<file path="src/rtl/krc_pkg.sv">
`default_nettype none

package krc_pkg;

  // Number of table slots (1 to 64).
  localparam int unsigned Capacity = 16;
  // Slot index width, at least one bit.
  localparam int unsigned IdxW = (Capacity > 1) ? $clog2(Capacity) : 1;

  localparam int unsigned NodeW = 32;
  localparam int unsigned MaskW = 32;
  localparam int unsigned SizeW = 16;
  localparam int unsigned TickW = 64;
  localparam int unsigned RevW  = 64;
  localparam int unsigned SlotW = 4;

  // Search token handed from cell to cell.
  typedef struct packed {
    logic             hit_found;
    logic [IdxW-1:0]  hit_idx;
    logic             size_same;
    logic             free_found;
    logic [IdxW-1:0]  free_idx;
    logic             min_found;
    logic [TickW-1:0] min_tick;
    logic [IdxW-1:0]  min_idx;
  } token_t;

  // Write command broadcast to all cells.
  typedef struct packed {
    logic             we;
    logic [IdxW-1:0]  idx;
    logic             set_key;
    logic [TickW-1:0] tick;
  } wr_cmd_t;

  // Slot index as carried on the result port (modulo 16).
  function automatic logic [SlotW-1:0] slot_field(input logic [IdxW-1:0] idx);
    logic [31:0] wide;
    wide = 32'(idx);
    return wide[SlotW-1:0];
  endfunction

endpackage

`default_nettype wire

</file>
<file path="src/rtl/krc_cell.sv">
`default_nettype none

module krc_cell (
  input  wire logic                        clk_i,
  input  wire logic                        rst_ni,
  input  wire logic [krc_pkg::IdxW-1:0]    cell_idx_i,
  input  wire logic [krc_pkg::NodeW-1:0]   node_i,
  input  wire logic [krc_pkg::MaskW-1:0]   mask_i,
  input  wire logic [krc_pkg::SizeW-1:0]   width_i,
  input  wire logic [krc_pkg::SizeW-1:0]   height_i,
  input  wire logic                        clear_i,
  input  wire krc_pkg::wr_cmd_t            wr_i,
  input  wire krc_pkg::token_t             tok_i,
  output krc_pkg::token_t                  tok_o
);
  import krc_pkg::*;

  logic             valid_q;
  logic [NodeW-1:0] node_q;
  logic [MaskW-1:0] mask_q;
  logic [SizeW-1:0] width_q;
  logic [SizeW-1:0] height_q;
  logic [TickW-1:0] tick_q;

  logic   match;
  logic   sel;
  token_t tok_d;
  token_t tok_q;

  assign match = valid_q && (node_q == node_i) && (mask_q == mask_i);
  assign sel   = wr_i.we && (wr_i.idx == cell_idx_i);

  // Fold this slot into the token: first key match, first free, oldest tick
  always_comb begin
    tok_d = tok_i;
    if (!tok_i.hit_found && match) begin
      tok_d.hit_found = 1'b1;
      tok_d.hit_idx   = cell_idx_i;
      tok_d.size_same = (width_q == width_i) && (height_q == height_i);
    end
    if (!tok_i.free_found && !valid_q) begin
      tok_d.free_found = 1'b1;
      tok_d.free_idx   = cell_idx_i;
    end
    if (!tok_i.min_found || (tick_q < tok_i.min_tick)) begin
      tok_d.min_found = 1'b1;
      tok_d.min_tick  = tick_q;
      tok_d.min_idx   = cell_idx_i;
    end
  end

  // Token stage to the next cell
  always_ff @(posedge clk_i) begin
    tok_q <= tok_d;
  end

  assign tok_o = tok_q;

  // Valid bit
  always_ff @(posedge clk_i or negedge rst_ni) begin
    if (!rst_ni) begin
      valid_q <= 1'b0;
    end else if (clear_i) begin
      valid_q <= 1'b0;
    end else if (sel) begin
      valid_q <= 1'b1;
    end
  end

  // Slot payload
  always_ff @(posedge clk_i) begin
    if (sel) begin
      width_q  <= width_i;
      height_q <= height_i;
      tick_q   <= wr_i.tick;
      if (wr_i.set_key) begin
        node_q <= node_i;
        mask_q <= mask_i;
      end
    end
  end

endmodule

`default_nettype wire

</file>
<file path="config.mk">
export PLATFORM = sky130hd
export DESIGN_NAME = krc_cell
export DESIGN_NICKNAME = d
export VERILOG_FILES = /design/src/rtl/krc_pkg.sv /design/src/rtl/krc_cell.sv
export SDC_FILE = /design/constraint.sdc
export NUM_CORES = 1
export LEC_CHECK = 0
export ABC_CLOCK_PERIOD_IN_PS = 2280
export BUFFER_PORTS_ARGS = -buffer_cell sky130_fd_sc_hd__buf_2
export CORE_MARGIN = 4
export CORE_UTILIZATION = 42
export DETAILED_ROUTE_END_ITERATION = 6
export PLACE_DENSITY = 0.74
export SLEW_MARGIN = 5
export SYNTH_ARGS = -nofsm -noshare
export SYNTH_HDL_FRONTEND = slang
export SYNTH_SLANG_ARGS = --single-unit
</file>
<file path="constraint.sdc">
create_clock -name clk_i -period 2.28 [get_ports clk_i]
set_input_delay 0.456 -clock clk_i [delete_from_list [all_inputs] [get_ports clk_i]]
set_output_delay 0.456 -clock clk_i [all_outputs]
set_load 0.01 [all_outputs]
</file>
# Word-level counts from Yosys, hierarchy flattened
# Cells that the tools add are included.
[op_classes]
n_addsub = 0
mul = 0
div = 0
magnitude_cmp = 1
n_eq_ne = 5
shift = 0
muxes = 5
bitwise = 0
n_reduce_logical = 13
[ops]
columns = ["cell", "count"]
rows = [
  ["two-way mux 68 bit", 1],
  ["== test 32 bit", 2],
  ["< comparator 64 bit", 1],
  ["== test 16 bit", 2],
  ["logical AND 1 bit", 6],
  ["two-way mux 5 bit", 1],
  ["== test 4 bit", 1],
  ["zero test 1 bit", 4],
  ["two-way mux 4 bit", 1],
  ["two-way mux 1 bit", 2],
  ["AND reduction 2 bit", 1],
  ["nonzero test 2 bit", 1],
  ["logical OR 1 bit", 1],
]
[word_totals]
regBits = 241
latchBits = 0
ram_bits = 0
mem_bits_ro = 0
input_bits = 253
output_inout_bits = 80
mem_count = 0

# Depth between registers and ports, before layout
# Gate-level depths: netlist of run 1.
[depth]
ltp_word = 5
depth_mapped = 11
depth_no_buf = 9

# Least setup slack after synthesis of run 1
# Ideal clock, no wire load.
[synth_path]
path_kind = "input to register"
startpoint = "input cell_idx_i[2] in the netlist's numbering"
endpoint = "register mask_q[0], enable pin"
setup_ns = 0.428
arrival_time_ns = 12.133
t_required_ns = 1.852
path_slack_ns = -10.281
path_stages = 3
n_path_buf = 0
cell_sequence = "xor2_1 -> nor4_1 -> and2_1"
[synth_via]
elab_chain_cells = 3
[synth_rtl]
columns = ["item", "line_no", "source"]
rows = [
  ["from (decl)", "krc_cell.sv:6", "input wire logic [krc_pkg::IdxW-1:0] cell_idx_i,"],
  ["== test 4 bit", "krc_cell.sv:31", "assign sel = wr_i.we && (wr_i.idx == cell_idx_i);"],
  ["logical AND 1 bit", "krc_cell.sv:31", ""],
  ["named net sel", "krc_cell.sv:26", "logic sel;"],
  ["AND reduction 2 bit (no source line)", "n/a", ""],
  ["to (signal assigned)", "krc_cell.sv:78", "mask_q <= mask_i;"],
  ["to (decl)", "krc_cell.sv:20", "logic [MaskW-1:0] mask_q;"],
]
# The timed path passes the listed nets, and every way through them passes these cells.
# A chain may end at the register's enable or synchronous reset.

==> metrics list, run 1 <==
* Crit path required time: 2.68 ns
- The worst path in the final design needs a cycle of 2.695 ns, including I/O delays and setup.
- Crit Reg-Reg Endpoint: tok_o[47]$_DFF_P_
- Top-Level Pins: 333
- The first global-routing pass estimated 38.70 mm of wire.
- Core Footprint: 23680 um^2
- In this run the power spent charging and discharging nets is 2270 uW.
- Counting every net in the synthesized netlist gives 1020.
- Least-Margin Pin Slew: 0.5764 ns
* Syn Inst Count: 704
- The tightest min-delay check is of the input pin to flip-flop type.
- The die covers 26830 um^2.
- For this run the aggregate overflow at the end of global routing stands at 0.
- The worst register-to-register path has a setup slack of -0.41 ns.
* Syn Area/Cell: 14.48 um^2
- Slowest CP cell: sky130_fd_sc_hd__edfxtp_1
* Number of violations of the max-capacitance limit: 0
- Counting cells, the worst reg-to-reg path comes to 11.
- Area fraction of the dominant cell type after synthesis: 47.13%
- The longest clock path from root to sink contains 3 buffers.
- Overall power of the completed layout: 10050 uW
- Dividing the detail-routed via count by the number of cells gives 4.828.
- Gpl congestion: 0.8479
* Die Height: 163.8 um
- Portion of total power attributed to combinational logic: 11.7%
- The analysis attributes to cell leakage a power of 0.006158 uW.
- In this run the tightest slew margin relative to its limit is 61.43%.
- Counting every sink on the clock net gives 241.
- Per report_power, the sequential group accounts for 49.0% of the total.
- Buffers placed on the I/O ports in this run total 332.
* Final HPWL from detailed placement: 20.55 mm
- For met1 alone, demand over resource in global routing was 20.08%.
- Yosys printed 0 warnings.
- Filler-free cell count of the finished design: 1458
- Summed over all layers, the routed wires come to 26.27 mm.
- Crit Path Max Fanout: 18
* Proportion of register bits with asynchronous set or reset after synthesis: 0.4149%
- Including well taps, the total number of placed cells is 1398.
* Reg clk slew, reported paths: 0.06 ns
* Unrepaired setup endpoints after global routing: yes
- Net switching is 22.58% of the power.
* Failing checks: setup timing
- For this block, the initial DRC count from the detailed router was 240.
- Initial cell density of the core: 43.05%
- Ratio of final minimum period to clock period: 118.2%
- In this run the power density over the cells is 710.4 nW/um^2.
* Worst path arrival time: 3.10 ns
- Min Hold Slack: 0.07396 ns
* Via Count: 7039
* Share of final-layout standard cells stronger than drive strength 1: 48.85%
- Clock Latency Late Sink: 0.52 ns
* Skew final: 0.01231 ns
* Sequence of cells on the critical path: ha_4 > nand4_1 > nor4_2 > buf_4 > nand4_1 > nor2_2 > o31ai_2 > o31ai_4 > buf_6 > buf_12 > mux2_4
- Total area of multi-input combinational cells: 3914 um^2
- Once layout is done, the placed cells without fillers occupy 14150 um^2.
- Instance area after placement: 13200 um^2
* Worst IR drop on VDD: 0.0006061 V
* Pins Over Slew Limit: 0
* Worst path max stage delay: 0.45 ns
- Start-to-end type of the worst setup path: flip-flop to flip-flop
- Yosys mapped a number of flops with a built-in enable equal to 160.
- The biggest area contributor in the post-synthesis netlist is sky130_fd_sc_hd__edfxtp_1.
- Pre-antenna DRT Iters: 5
- Maximum number of pins on one net before global-route repair: 33
- Synth unique cells: 46
- After synthesis the cells add up to 10190 um^2.
- Setup violators final: 68
- FF+latch count, synth: 241
- The path with the worst hold slack has its endpoint at valid_q$_DFFE_PN0P_.
- CTS built an H-tree with a depth of 1.
* Most common library cells after synthesis: sky130_fd_sc_hd__edfxtp_1, sky130_fd_sc_hd__dfxtp_1, sky130_fd_sc_hd__inv_1
- Instance count along the most critical hold path: 2
* Outcome: finished with violations
* Die outline width: 163.8 um
* Most frequent cell after synthesis: sky130_fd_sc_hd__edfxtp_1
- Global routing consumed, over all layers together, 18.60% of the routing resources.
- After synthesis, flip-flops and latches occupy 63.08% of the total area.
* Storage element area: 6431 um^2
- Per-cell routed wire length: 18.02 um
* Met3 track demand over resource: 5.596%
- For met2 alone, demand over resource in global routing was 34.14%.
- The count of endpoints failing hold in the final timing report was 0.
- In this run the most used layer during global routing was met2.
- Number of fill cells: 1903
* Internal power: 7781 uW
- Antenna violations before repair: 12
* DRT antenna net count: 0
- The worst setup path is captured at a flip-flop.
* CTS tree: yes
- Drc violations: 0
- Clock tree synthesis inserted a total of 26 buffers.
- Synth-to-Final Area Change: 38.78%
- Most used DFF post-synth: sky130_fd_sc_hd__edfxtp_1
* Top cells by area in the synthesized netlist: sky130_fd_sc_hd__edfxtp_1, sky130_fd_sc_hd__dfxtp_1, sky130_fd_sc_hd__ha_1
* Vias in the first global route: 7488
- Reg2reg start: tick_q[57]$_DFFE_PP_
- In the final design database the tool counted 1428 nets.
- STA classifies the critical path startpoint as a flip-flop.
- Maximum frequency from static timing analysis: 371.1 MHz
* Top cell by count, worst path: sky130_fd_sc_hd__nand4_1
* Clk pwr share: 39.3%
- Startpoint of the tightest hold check path: clear_i
- Library cell used as clock root buffer: sky130_fd_sc_hd__clkbuf_16
- Final core utilization: 59.74%
- In this run the core area contains 56 standard-cell rows.
- Least setup slack across all paths after layout: -0.4146 ns
## state kept, by name, indices dropped and copies added, names as in the netlist
name	cells
tok_o	80
tick_q	64
mask_q	32
node_q	32
height_q	16
width_q	16
valid_q	1
## power by group through the flow
stage	Clock, uW	Sequential, uW	Combinational, uW
6_report	3950	4920	1180
3_5_place_dp	0	5010	1150
4_1_cts	4070	4920	1180
5_1_grt	4230	4930	1290
2_1_floorplan	0	5060	530
3_3_place_gp	0	5010	1120
## stage by stage
step,worst slack (ns),setup TNS (ns)
final,-0.4146,-26.41
after global routing,-0.5674,-37.40
after CTS,-0.4374,-28.86
after detailed placement,-0.6167,-40.71
after global placement,-0.5872,-39.53
after floorplan,-3.194,-407.94
## repair_timing
action                                  4_1_cts  5_1_grt
hold buffers                                  1        0
resized for setup                             9        5
endpoints found under the setup margin       71       73
pin swaps                                     2        5
gates cloned                                  1        1
endpoints found under the hold margin         1        0
buffers inserted                              2        0
## area by class of cell
class                      count  share of cell area [%]
antenna                        7                  0.1238
clock buffer                  39                   5.386
sequential                   241                   45.45
inverter                      74                   2.246
timing repair buffer         387                   15.96
clock inverter                 9                  0.3449
multi-input combinational    382                   27.66
tap                          319                   2.821
## layout by cell type (no fill, tap or decap), drive strengths merged, types with 12 or more instances in the layout
cell type,Yosys,routed
nor4,21,21
clkbuf,0,40
xor2,72,72
xnor2,18,18
ha,63,63
buf,7,385
nand4,17,17
edfxtp,160,160
nor2,12,12
inv,74,74
nand2,20,20
dfxtp,80,80
a21oi,24,24
mux2,77,77
o21ai,13,13
## logic make-up after synthesis
group           share of synthesized area (%)
compound gates                          4.173
xor+xnor                                7.732
fa+ha+maj                               7.732
buf+inv                                 3.424
flops                                   63.08
mux                                     9.242
other cells                           0.03678
simple gates                            4.578
## how the worst max path moves through the flow
stage / slack [ns] / start / cells after the start / endpoint
after floorplan: -3.19 / cell_idx_i[1] / 4 / mask_q[0]$_DFFE_PP_
after global placement: -0.59 / tok_i[9] / 10 / tok_o[59]$_DFF_P_
after detailed placement: -0.62 / tok_i[43] / 11 / tok_o[20]$_DFF_P_
after CTS: -0.44 / tick_q[57]$_DFFE_PP_ / 11 / tok_o[14]$_DFF_P_
after global routing: -0.57 / tick_q[57]$_DFFE_PP_ / 11 / tok_o[51]$_DFF_P_
final: -0.41 / tick_q[57]$_DFFE_PP_ / 11 / tok_o[47]$_DFF_P_
## worst max-delay path: cells and delay by family, from the launching register on
family,cells,cell delay (ns)
buf+inv,3,0.53
compound gates,2,0.16
mux,1,0.32
simple gates,4,0.81
fa+ha+maj,1,0.30
flops,1,0.45
## layer usage
| metal | part of all wire, % | wire length, um | vias to the layer above |
|---|---|---|---|
| met5 | 0.28 | 74 | - |
| met4 | 3.4 | 904 | 14 |
| met3 | 8.2 | 2159 | 71 |
| met2 | 50 | 13190 | 264 |
| met1 | 38 | 9933 | 3304 |
| li1 | - | - | 3386 |
Note: power is estimated with default switching activity, not from simulation.
==> run 2, diff against run 1 <==
--- a/config.mk
+++ b/config.mk
@@ -11,6 +11,7 @@
 export CORE_UTILIZATION = 42
 export DETAILED_ROUTE_END_ITERATION = 6
 export PLACE_DENSITY = 0.74
+export REMOVE_ABC_BUFFERS = 1
 export SLEW_MARGIN = 5
 export SYNTH_ARGS = -nofsm -noshare
 export SYNTH_HDL_FRONTEND = slang
==> metrics list, run 2 (synthesis results as in run 1) <==
* Outcome: finished with violations (unchanged)
- Failing checks: setup timing (unchanged)
* Combined global-route utilization of all metal layers: 18.82% (was 18.60%)
- Core Footprint: 23680 um^2 (unchanged)
- The final critical-path share of the clock period came to 121.6% (was 118.2%).
- Number of placement rows: 56 (unchanged)
- The detailed router's first-iteration violation count came to 281 (was 240).
- Pre-antenna DRT Iters: 4 (was 5)
* Antenna violations before repair: 9 (was 12)
- DRT antenna net count: 0 (unchanged)
* Die outline width: 163.8 um (unchanged)
* Clk pwr share: 41.1% (was 39.3%)
- Top-Level Pins: 333 (unchanged)
* Start-to-end type of the worst setup path: flip-flop to flip-flop (unchanged)
- The share of layout cells above drive strength 1 is 45.67% (was 48.85%).
- Synth-to-Final Area Change: 35.91% (was 38.78%)
* Number of buffer cells added on primary ports: 332 (unchanged)
- CTS tree: yes (unchanged)
* Gpl congestion: 0.8120 (was 0.8479)
- The clock root buffer is sky130_fd_sc_hd__clkbuf_16 (unchanged).
- The number of H-tree levels is 1 (unchanged).
* Switching power: 2273 uW (was 2270 uW)
- The final total negative setup slack was -30.00 ns (was -26.41 ns).
* Remaining global-route overflow: 0 (unchanged)
- Vias in the first global route: 7629 (was 7488)
- The clock skew is 0.01636 ns (was 0.01231 ns).
- The minimum period implied by the final worst setup slack was 2.772 ns (was 2.695 ns).
* Final Hold Fails: 0 (unchanged)
- The switching part of the total power came to 22.09% (was 22.58%).
- The maximum number of buffers from clock root to sink came to 3 (unchanged).
- Via density: 4.847 (was 4.828)
- Leakage dissipation: 0.006118 uW (was 0.006158 uW)
- The post-layout worst setup margin came to -0.4921 ns (was -0.4146 ns).
* Die Outline Area: 26830 um^2 (unchanged)
* TritonCTS Sinks: 241 (unchanged)
* Maximum number of pins on one net before global-route repair: 66 (was 33)
- The global-route wire length before repair came to 39.46 mm (was 38.70 mm).
- Final HPWL from detailed placement: 19.46 mm (was 20.55 mm)
- The slowest stage cell on the critical path was sky130_fd_sc_hd__edfxtp_1 (unchanged).
* NumNets Final: 1428 (unchanged)
- Unrepaired setup endpoints after global routing: yes (unchanged)
* Worst path max stage delay: 0.43 ns (was 0.45 ns)
- The type of the tightest min-delay check is input pin to flip-flop (unchanged).
- Num CTS Buffers: 26 (unchanged)
* Number of flip-flops in the largest register: 80 (unchanged)
- Portion of total power attributed to combinational logic: 11.1% (was 11.7%)
- The post-layout instance count excluding filler cells is 1456 (was 1458).
* Commonest cells after routing, fill and taps aside: sky130_fd_sc_hd__buf_2, sky130_fd_sc_hd__edfxtp_1, sky130_fd_sc_hd__dfxtp_1 (unchanged)
- Commonest non-fill, non-tap cell in the layout: sky130_fd_sc_hd__buf_2 (unchanged)
- Worst IR drop on VDD: 0.0007067 V (was 0.0006061 V)
* Internal power: 8017 uW (was 7781 uW)
- Sequential Power Share: 47.8% (was 49.0%)
* Crit path required time: 2.69 ns (was 2.68 ns)
- Maximum frequency from static timing analysis: 360.7 MHz (was 371.1 MHz)
* Reg clk slew, reported paths: 0.06 ns (about the same)
- The startpoint of the worst setup timing path is tick_q[57]$_DFFE_PP_ (unchanged).
- The clock insertion delay at the later pin of the skew report was 0.52 ns (about the same).
- Total instance count after detailed placement: 1390 (was 1398)
- Crit Path Max Fanout: 8 (was 18)
- The number of endpoints failing setup at the final stage was 68 (unchanged).
- P per Cell Area: 742.7 nW/um^2 (was 710.4 nW/um^2)
- The startpoint of the tightest hold check path was clear_i (unchanged).
* Setup crit start kind: flip-flop (unchanged)
* Least-Margin Pin Slew: 0.5586 ns (was 0.5764 ns)
- The startpoint of the most critical register-to-register path was tick_q[57]$_DFFE_PP_ (unchanged).
- The floorplan die height came to 163.8 um (unchanged).
* Post-Route WL: 26.27 mm (about the same)
- Headroom to the max-slew limit: 62.62% (was 61.43%)
* Drc violations: 0 (unchanged)
* Critical Path Sink Type: flip-flop (unchanged)
* Initial cell density of the core: 43.05% (unchanged)
* Sequence of cells on the critical path: ha_4 > nand4_1 > nor4_4 > buf_4 > nand4_1 > buf_4 > o31ai_4 > buf_6 > buf_12 > buf_16 > mux2_4 (was ha_4 > nand4_1 > nor4_2 > buf_4 > nand4_1 > nor2_2 > o31ai_2 > o31ai_4 > buf_6 > buf_12 > mux2_4)
- The data arrival time of the worst path is 3.18 ns (was 3.10 ns).
* Number of violations of the max-capacitance limit: 0 (unchanged)
- Pins Over Slew Limit: 0 (unchanged)
- The per-cell routed wire length came to 18.04 um (was 18.02 um).
* Via Count: 7057 (was 7039)
==> run 2: power groups by stage <==
stage	logic (uW)	registers, uW	clock network (uW)
after floorplan	433	5060	0
after global routing	1260	4930	4540
after CTS	1140	4910	4350
after global placement	1010	5000	0
after detailed placement	1040	5010	0
final	1140	4910	4230
==> run 2: metal layers <==
layer,up-vias,GRT usage [%],wire length [um]
met5,-,0,49
met4,10,7.282,1011
met3,69,5.521,2241
met2,271,32.94,13030
met1,3317,21.76,9937
li1,3390,-,-
==> run 2: cell type report <==
class / instances / area, um^2
Clock buffer: 39 / 730.7
Timing Repair Buffer: 387 / 2250
Clock inverter: 9 / 130.1
Sequential cell: 241 / 6431
Multi-Input combinational cell: 382 / 3625
Tap cell: 319 / 399.1
Fill cell: 1961 / 9827
Inverter: 74 / 277.8
Antenna cell: 5 / 12.51
==> run 2: per-stage QoR <==
| step | hold slack [ns] | utilization, % | setup slack [ns] | area (um^2) | power (uW) |
|---|---|---|---|---|---|
| after CTS | 0.05701 | 58.24 | -0.4855 | 13790 | 10400 |
| final | 0.08279 | 58.51 | -0.4921 | 13860 | 10290 |
| after global routing | 0.06690 | 58.50 | -0.6235 | 13850 | 10730 |
| after detailed placement | 0.2340 | 53.07 | -0.9155 | 12570 | 6043 |
| after floorplan | 0.1604 | - | -10.28 | 10120 | 5492 |
| after global placement | 0.2322 | 53.07 | -0.8783 | 12570 | 6011 |
==> run 2: what timing repair did <==
item,in CTS,in global routing
gates resized for setup,45,8
hold buffers,1,0
cloned,4,1
buffers inserted,8,0
pin swaps,10,6
hold endpoints to repair,1,0
setup endpoints to repair,73,73
==> run 2: critical path, delay by kind of cell (launching register included) <==
family / cells / cell delay (ns)
adder cells (fa/ha/maj): 1 / 0.30
multiplexers: 1 / 0.31
AO/OA/AOI/OAI: 1 / 0.20
AND/OR/NAND/NOR: 3 / 0.63
buffers and inverters: 5 / 0.80
flip-flops: 1 / 0.43
==> run 2: final timing paths <==
path,endpoint,slack (ns),depth (start not counted)
worst max-delay path,tok_o[11]$_DFF_P_,-0.49,11
worst min-delay path,valid_q$_DFFE_PN0P_,0.08,2
worst max register to register,tok_o[11]$_DFF_P_,-0.49,11
worst min register to register,tok_o[4]$_DFF_P_,0.51,1
max in group asynchronous,valid_q$_DFFE_PN0P_,1.94,2
min in group asynchronous,valid_q$_DFFE_PN0P_,0.26,2
==> run 3, diff against run 2 <==
--- a/config.mk
+++ b/config.mk
@@ -12,7 +12,6 @@
 export DETAILED_ROUTE_END_ITERATION = 6
 export PLACE_DENSITY = 0.74
 export REMOVE_ABC_BUFFERS = 1
-export SLEW_MARGIN = 5
 export SYNTH_ARGS = -nofsm -noshare
 export SYNTH_HDL_FRONTEND = slang
 export SYNTH_SLANG_ARGS = --single-unit
==> constraint.sdc (replaced) <==
create_clock -name clk_i -period 2.28 [get_ports clk_i]
set_input_delay 0.228 -clock clk_i [delete_from_list [all_inputs] [get_ports clk_i]]
set_output_delay 0.228 -clock clk_i [all_outputs]
set_load 0.01 [all_outputs]
==> metrics list, run 3 (synthesis results as in run 1) <==
- DRT antenna net count: 0 (unchanged)
- The clock root buffer is sky130_fd_sc_hd__clkbuf_16 (unchanged).
- P per Cell Area: 651.3 nW/um^2 (was 742.7 nW/um^2)
- Clock Latency Late Sink: 0.52 ns (about the same)
- The CTS tree is yes (unchanged).
- Worst IR drop on VDD: 0.0006569 V (was 0.0007067 V)
- The data arrival time of the worst path was 3.20 ns (was 3.18 ns).
* Start-to-end type of the worst setup path: flip-flop to flip-flop (unchanged)
* Remaining global-route overflow: 0 (unchanged)
- The global-route wire length before repair came to 45.85 mm (was 39.46 mm).
* Post-CTS Hold Fix Bufs: 237 (was 1)
- The worst max-slew margin expressed relative to the limit was 57.77% (was 62.62%).
- The number of buffers inserted by port buffering is 332 (unchanged).
* Initial cell density of the core: 43.05% (unchanged)
* Final Hold Fails: 1 (was 0)
* Vias in the first global route: 8818 (was 7629)
* Outcome: finished with violations (unchanged)
* Final HPWL from detailed placement: 19.23 mm (was 19.46 mm)
* Maximum number of pins on one net before global-route repair: 98 (was 66)
* Leakage dissipation: 0.006918 uW (was 0.006118 uW)
- Reg clk slew, reported paths: 0.06 ns (about the same)
- Number of flip-flops in the largest register: 80 (unchanged)
* Least setup slack across all paths after layout: -0.5134 ns (was -0.4921 ns)
* Crit Path Max Fanout: 17 (was 8)
- The per-cell routed wire length was 18.24 um (was 18.04 um).
- Setup violators final: 68 (unchanged)
- The kind of capture point of the worst setup path was a flip-flop (unchanged).
* Instance count along the most critical hold path: 2 (unchanged)
* Number of violations of the max-capacitance limit: 0 (unchanged)
- Failing checks: hold timing, setup timing (was setup timing)
* Post-route setup TNS: -30.95 ns (was -30.00 ns)
- Skew final: 0.01002 ns (was 0.01636 ns)
* R2R depth: 10 (was 11)
* Core Footprint: 23680 um^2 (unchanged)
- The number of antenna violations at the first check in global routing came to 5 (was 9).
- Pre-antenna DRT Iters: 7 (was 4)
- Via density: 4.816 (was 4.847)
- Num CTS Buffers: 27 (was 26)
- The full die area is 26830 um^2 (unchanged).
- The final critical-path share of the clock period came to 122.5% (was 121.6%).
* Maximum frequency from static timing analysis: 358.0 MHz (was 360.7 MHz)
- H-tree levels: 1 (unchanged)
- The total routing usage reported by global routing was 21.74% (was 18.82%).
* Commonest non-fill, non-tap cell in the layout: sky130_fd_sc_hd__buf_2 (unchanged)
* Worst slack at placement: -0.5750 ns (was -0.9155 ns)
- The detailed router's first-iteration violation count came to 405 (was 281).
- The total number of placement rows was 56 (unchanged).
- The final estimated routing congestion in global placement is 0.8173 (was 0.8120).
- Synth-to-Final Area Change: 55.74% (was 35.91%)
* Tightest Hold Check Type: input pin to flip-flop (unchanged)
- Pins Over Slew Limit: 0 (unchanged)
* Die outline width: 163.8 um (unchanged)
- Share of final-layout standard cells stronger than drive strength 1: 36.74% (was 45.67%)
* Unrepaired setup endpoints after global routing: yes (unchanged)
- The wire length after detailed routing came to 30.56 mm (was 26.27 mm).
* Maximum clock path buffer count: 3 (unchanged)
- TritonCTS Sinks: 241 (unchanged)
- Via Count: 8067 (was 7057)
- The category of the worst setup path launch point is a flip-flop (unchanged).
* Crit path required time: 2.69 ns (about the same)
- The minimum period implied by the final worst setup slack came to 2.793 ns (was 2.772 ns).
* NumNets Final: 1646 (was 1428)
- Least-Margin Pin Slew: 0.6334 ns (was 0.5586 ns)
- Die Height: 163.8 um (unchanged)
* Top-Level Pins: 333 (unchanged)
- Min Hold Slack: -0.01562 ns (was 0.08279 ns)
* Drc violations: 0 (unchanged)
- Commonest cells after routing, fill and taps aside: sky130_fd_sc_hd__buf_2, sky130_fd_sc_hd__dlygate4sd3_1, sky130_fd_sc_hd__edfxtp_1 (was sky130_fd_sc_hd__buf_2, sky130_fd_sc_hd__edfxtp_1, sky130_fd_sc_hd__dfxtp_1)
-- run 3: cell types whose count changed in the layout (fill, tap and decap cells not counted), sizes merged, moves of 2 or more --
cell | before | now
buf | 385 | 367
clkbuf | 40 | 38
dlygate4sd3 | 1 | 237
clkinv | 5 | 9
bufinv | 3 | 0
clkinvlp | 0 | 2
-- run 3: what timing repair did --
| action | 4_1_cts | 5_1_grt |
|---|---|---|
| endpoints found under the setup margin | 73 | 73 |
| pin swaps | 2 | 5 |
| hold endpoints to repair | 238 | 1 |
| gates resized for setup | 13 | 25 |
| setup buffers | 1 | 3 |
| cloned | 0 | 1 |
-- run 3: cell type report --
| type | count | area (um^2) |
|---|---|---|
| antenna | 6 | 15.01 |
| fill | 1618 | 7805 |
| inverter | 74 | 277.8 |
| timing repair buffer | 604 | 4374 |
| clock inverter | 11 | 53.80 |
| sequential | 241 | 6431 |
| clock buffer | 38 | 757.0 |
| multi-input combinational | 382 | 3570 |
| tap | 319 | 399.1 |
-- run 3: worst max-delay path, cell delays in order (launching register included) --
cell and delay, ns:
sky130_fd_sc_hd__edfxtp_1 0.41, sky130_fd_sc_hd__ha_1 0.32, sky130_fd_sc_hd__nand4_1 0.16, sky130_fd_sc_hd__nor4_2 0.34
sky130_fd_sc_hd__buf_4 0.17, sky130_fd_sc_hd__nand4_1 0.13, sky130_fd_sc_hd__buf_4 0.19, sky130_fd_sc_hd__o31ai_4 0.25
sky130_fd_sc_hd__buf_6 0.18, sky130_fd_sc_hd__buf_12 0.17, sky130_fd_sc_hd__mux2_2 0.36
-- run 3: worst paths after layout --
path,to,start,slack [ns]
max,tok_o[0]$_DFF_P_,tick_q[59]$_DFFE_PP_,-0.51
min,tok_o[20]$_DFF_P_,tok_i[20],-0.02
max reg2reg,tok_o[0]$_DFF_P_,tick_q[59]$_DFFE_PP_,-0.51
min reg2reg,tok_o[4]$_DFF_P_,tick_q[0]$_DFFE_PP_,0.50
max in group asynchronous,valid_q$_DFFE_PN0P_,rst_ni,2.14
min in group asynchronous,valid_q$_DFFE_PN0P_,rst_ni,0.05
-- run 3: through the flow --
| stage | util [%] | power (uW) | instance area (um^2) | hold slack [ns] | std cells |
|---|---|---|---|---|---|
| 5_1_grt | 67.01 | 10760 | 15870 | -0.01854 | 1672 |
| 4_1_cts | 66.39 | 10360 | 15720 | -0.03404 | 1665 |
| 3_3_place_gp | 52.69 | 5999 | 12480 | 0.003869 | 1378 |
| 3_5_place_dp | 52.69 | 6029 | 12480 | 0.008270 | 1378 |
| 2_1_floorplan | - | 5492 | 10120 | -0.06759 | 697 |
| 6_report | 67.04 | 10340 | 15880 | -0.01562 | 1675 |
-- run 3: per-layer routing --
layer  up-vias  track usage, %  part of all wire (%)
li1       3819               -                     -
met1      3842           23.93                    36
met2       318           39.85                    52
met3        86           5.295                   7.1
met4         2           9.226                   4.5
met5         -               0                 0.036
-- run 3: report_power, final --
group	internal, uW	total, uW	switching, uW
clock network	2300	4000	1700
registers	4850	4920	70.8
logic	820	1430	607
total	7970	10300	2380
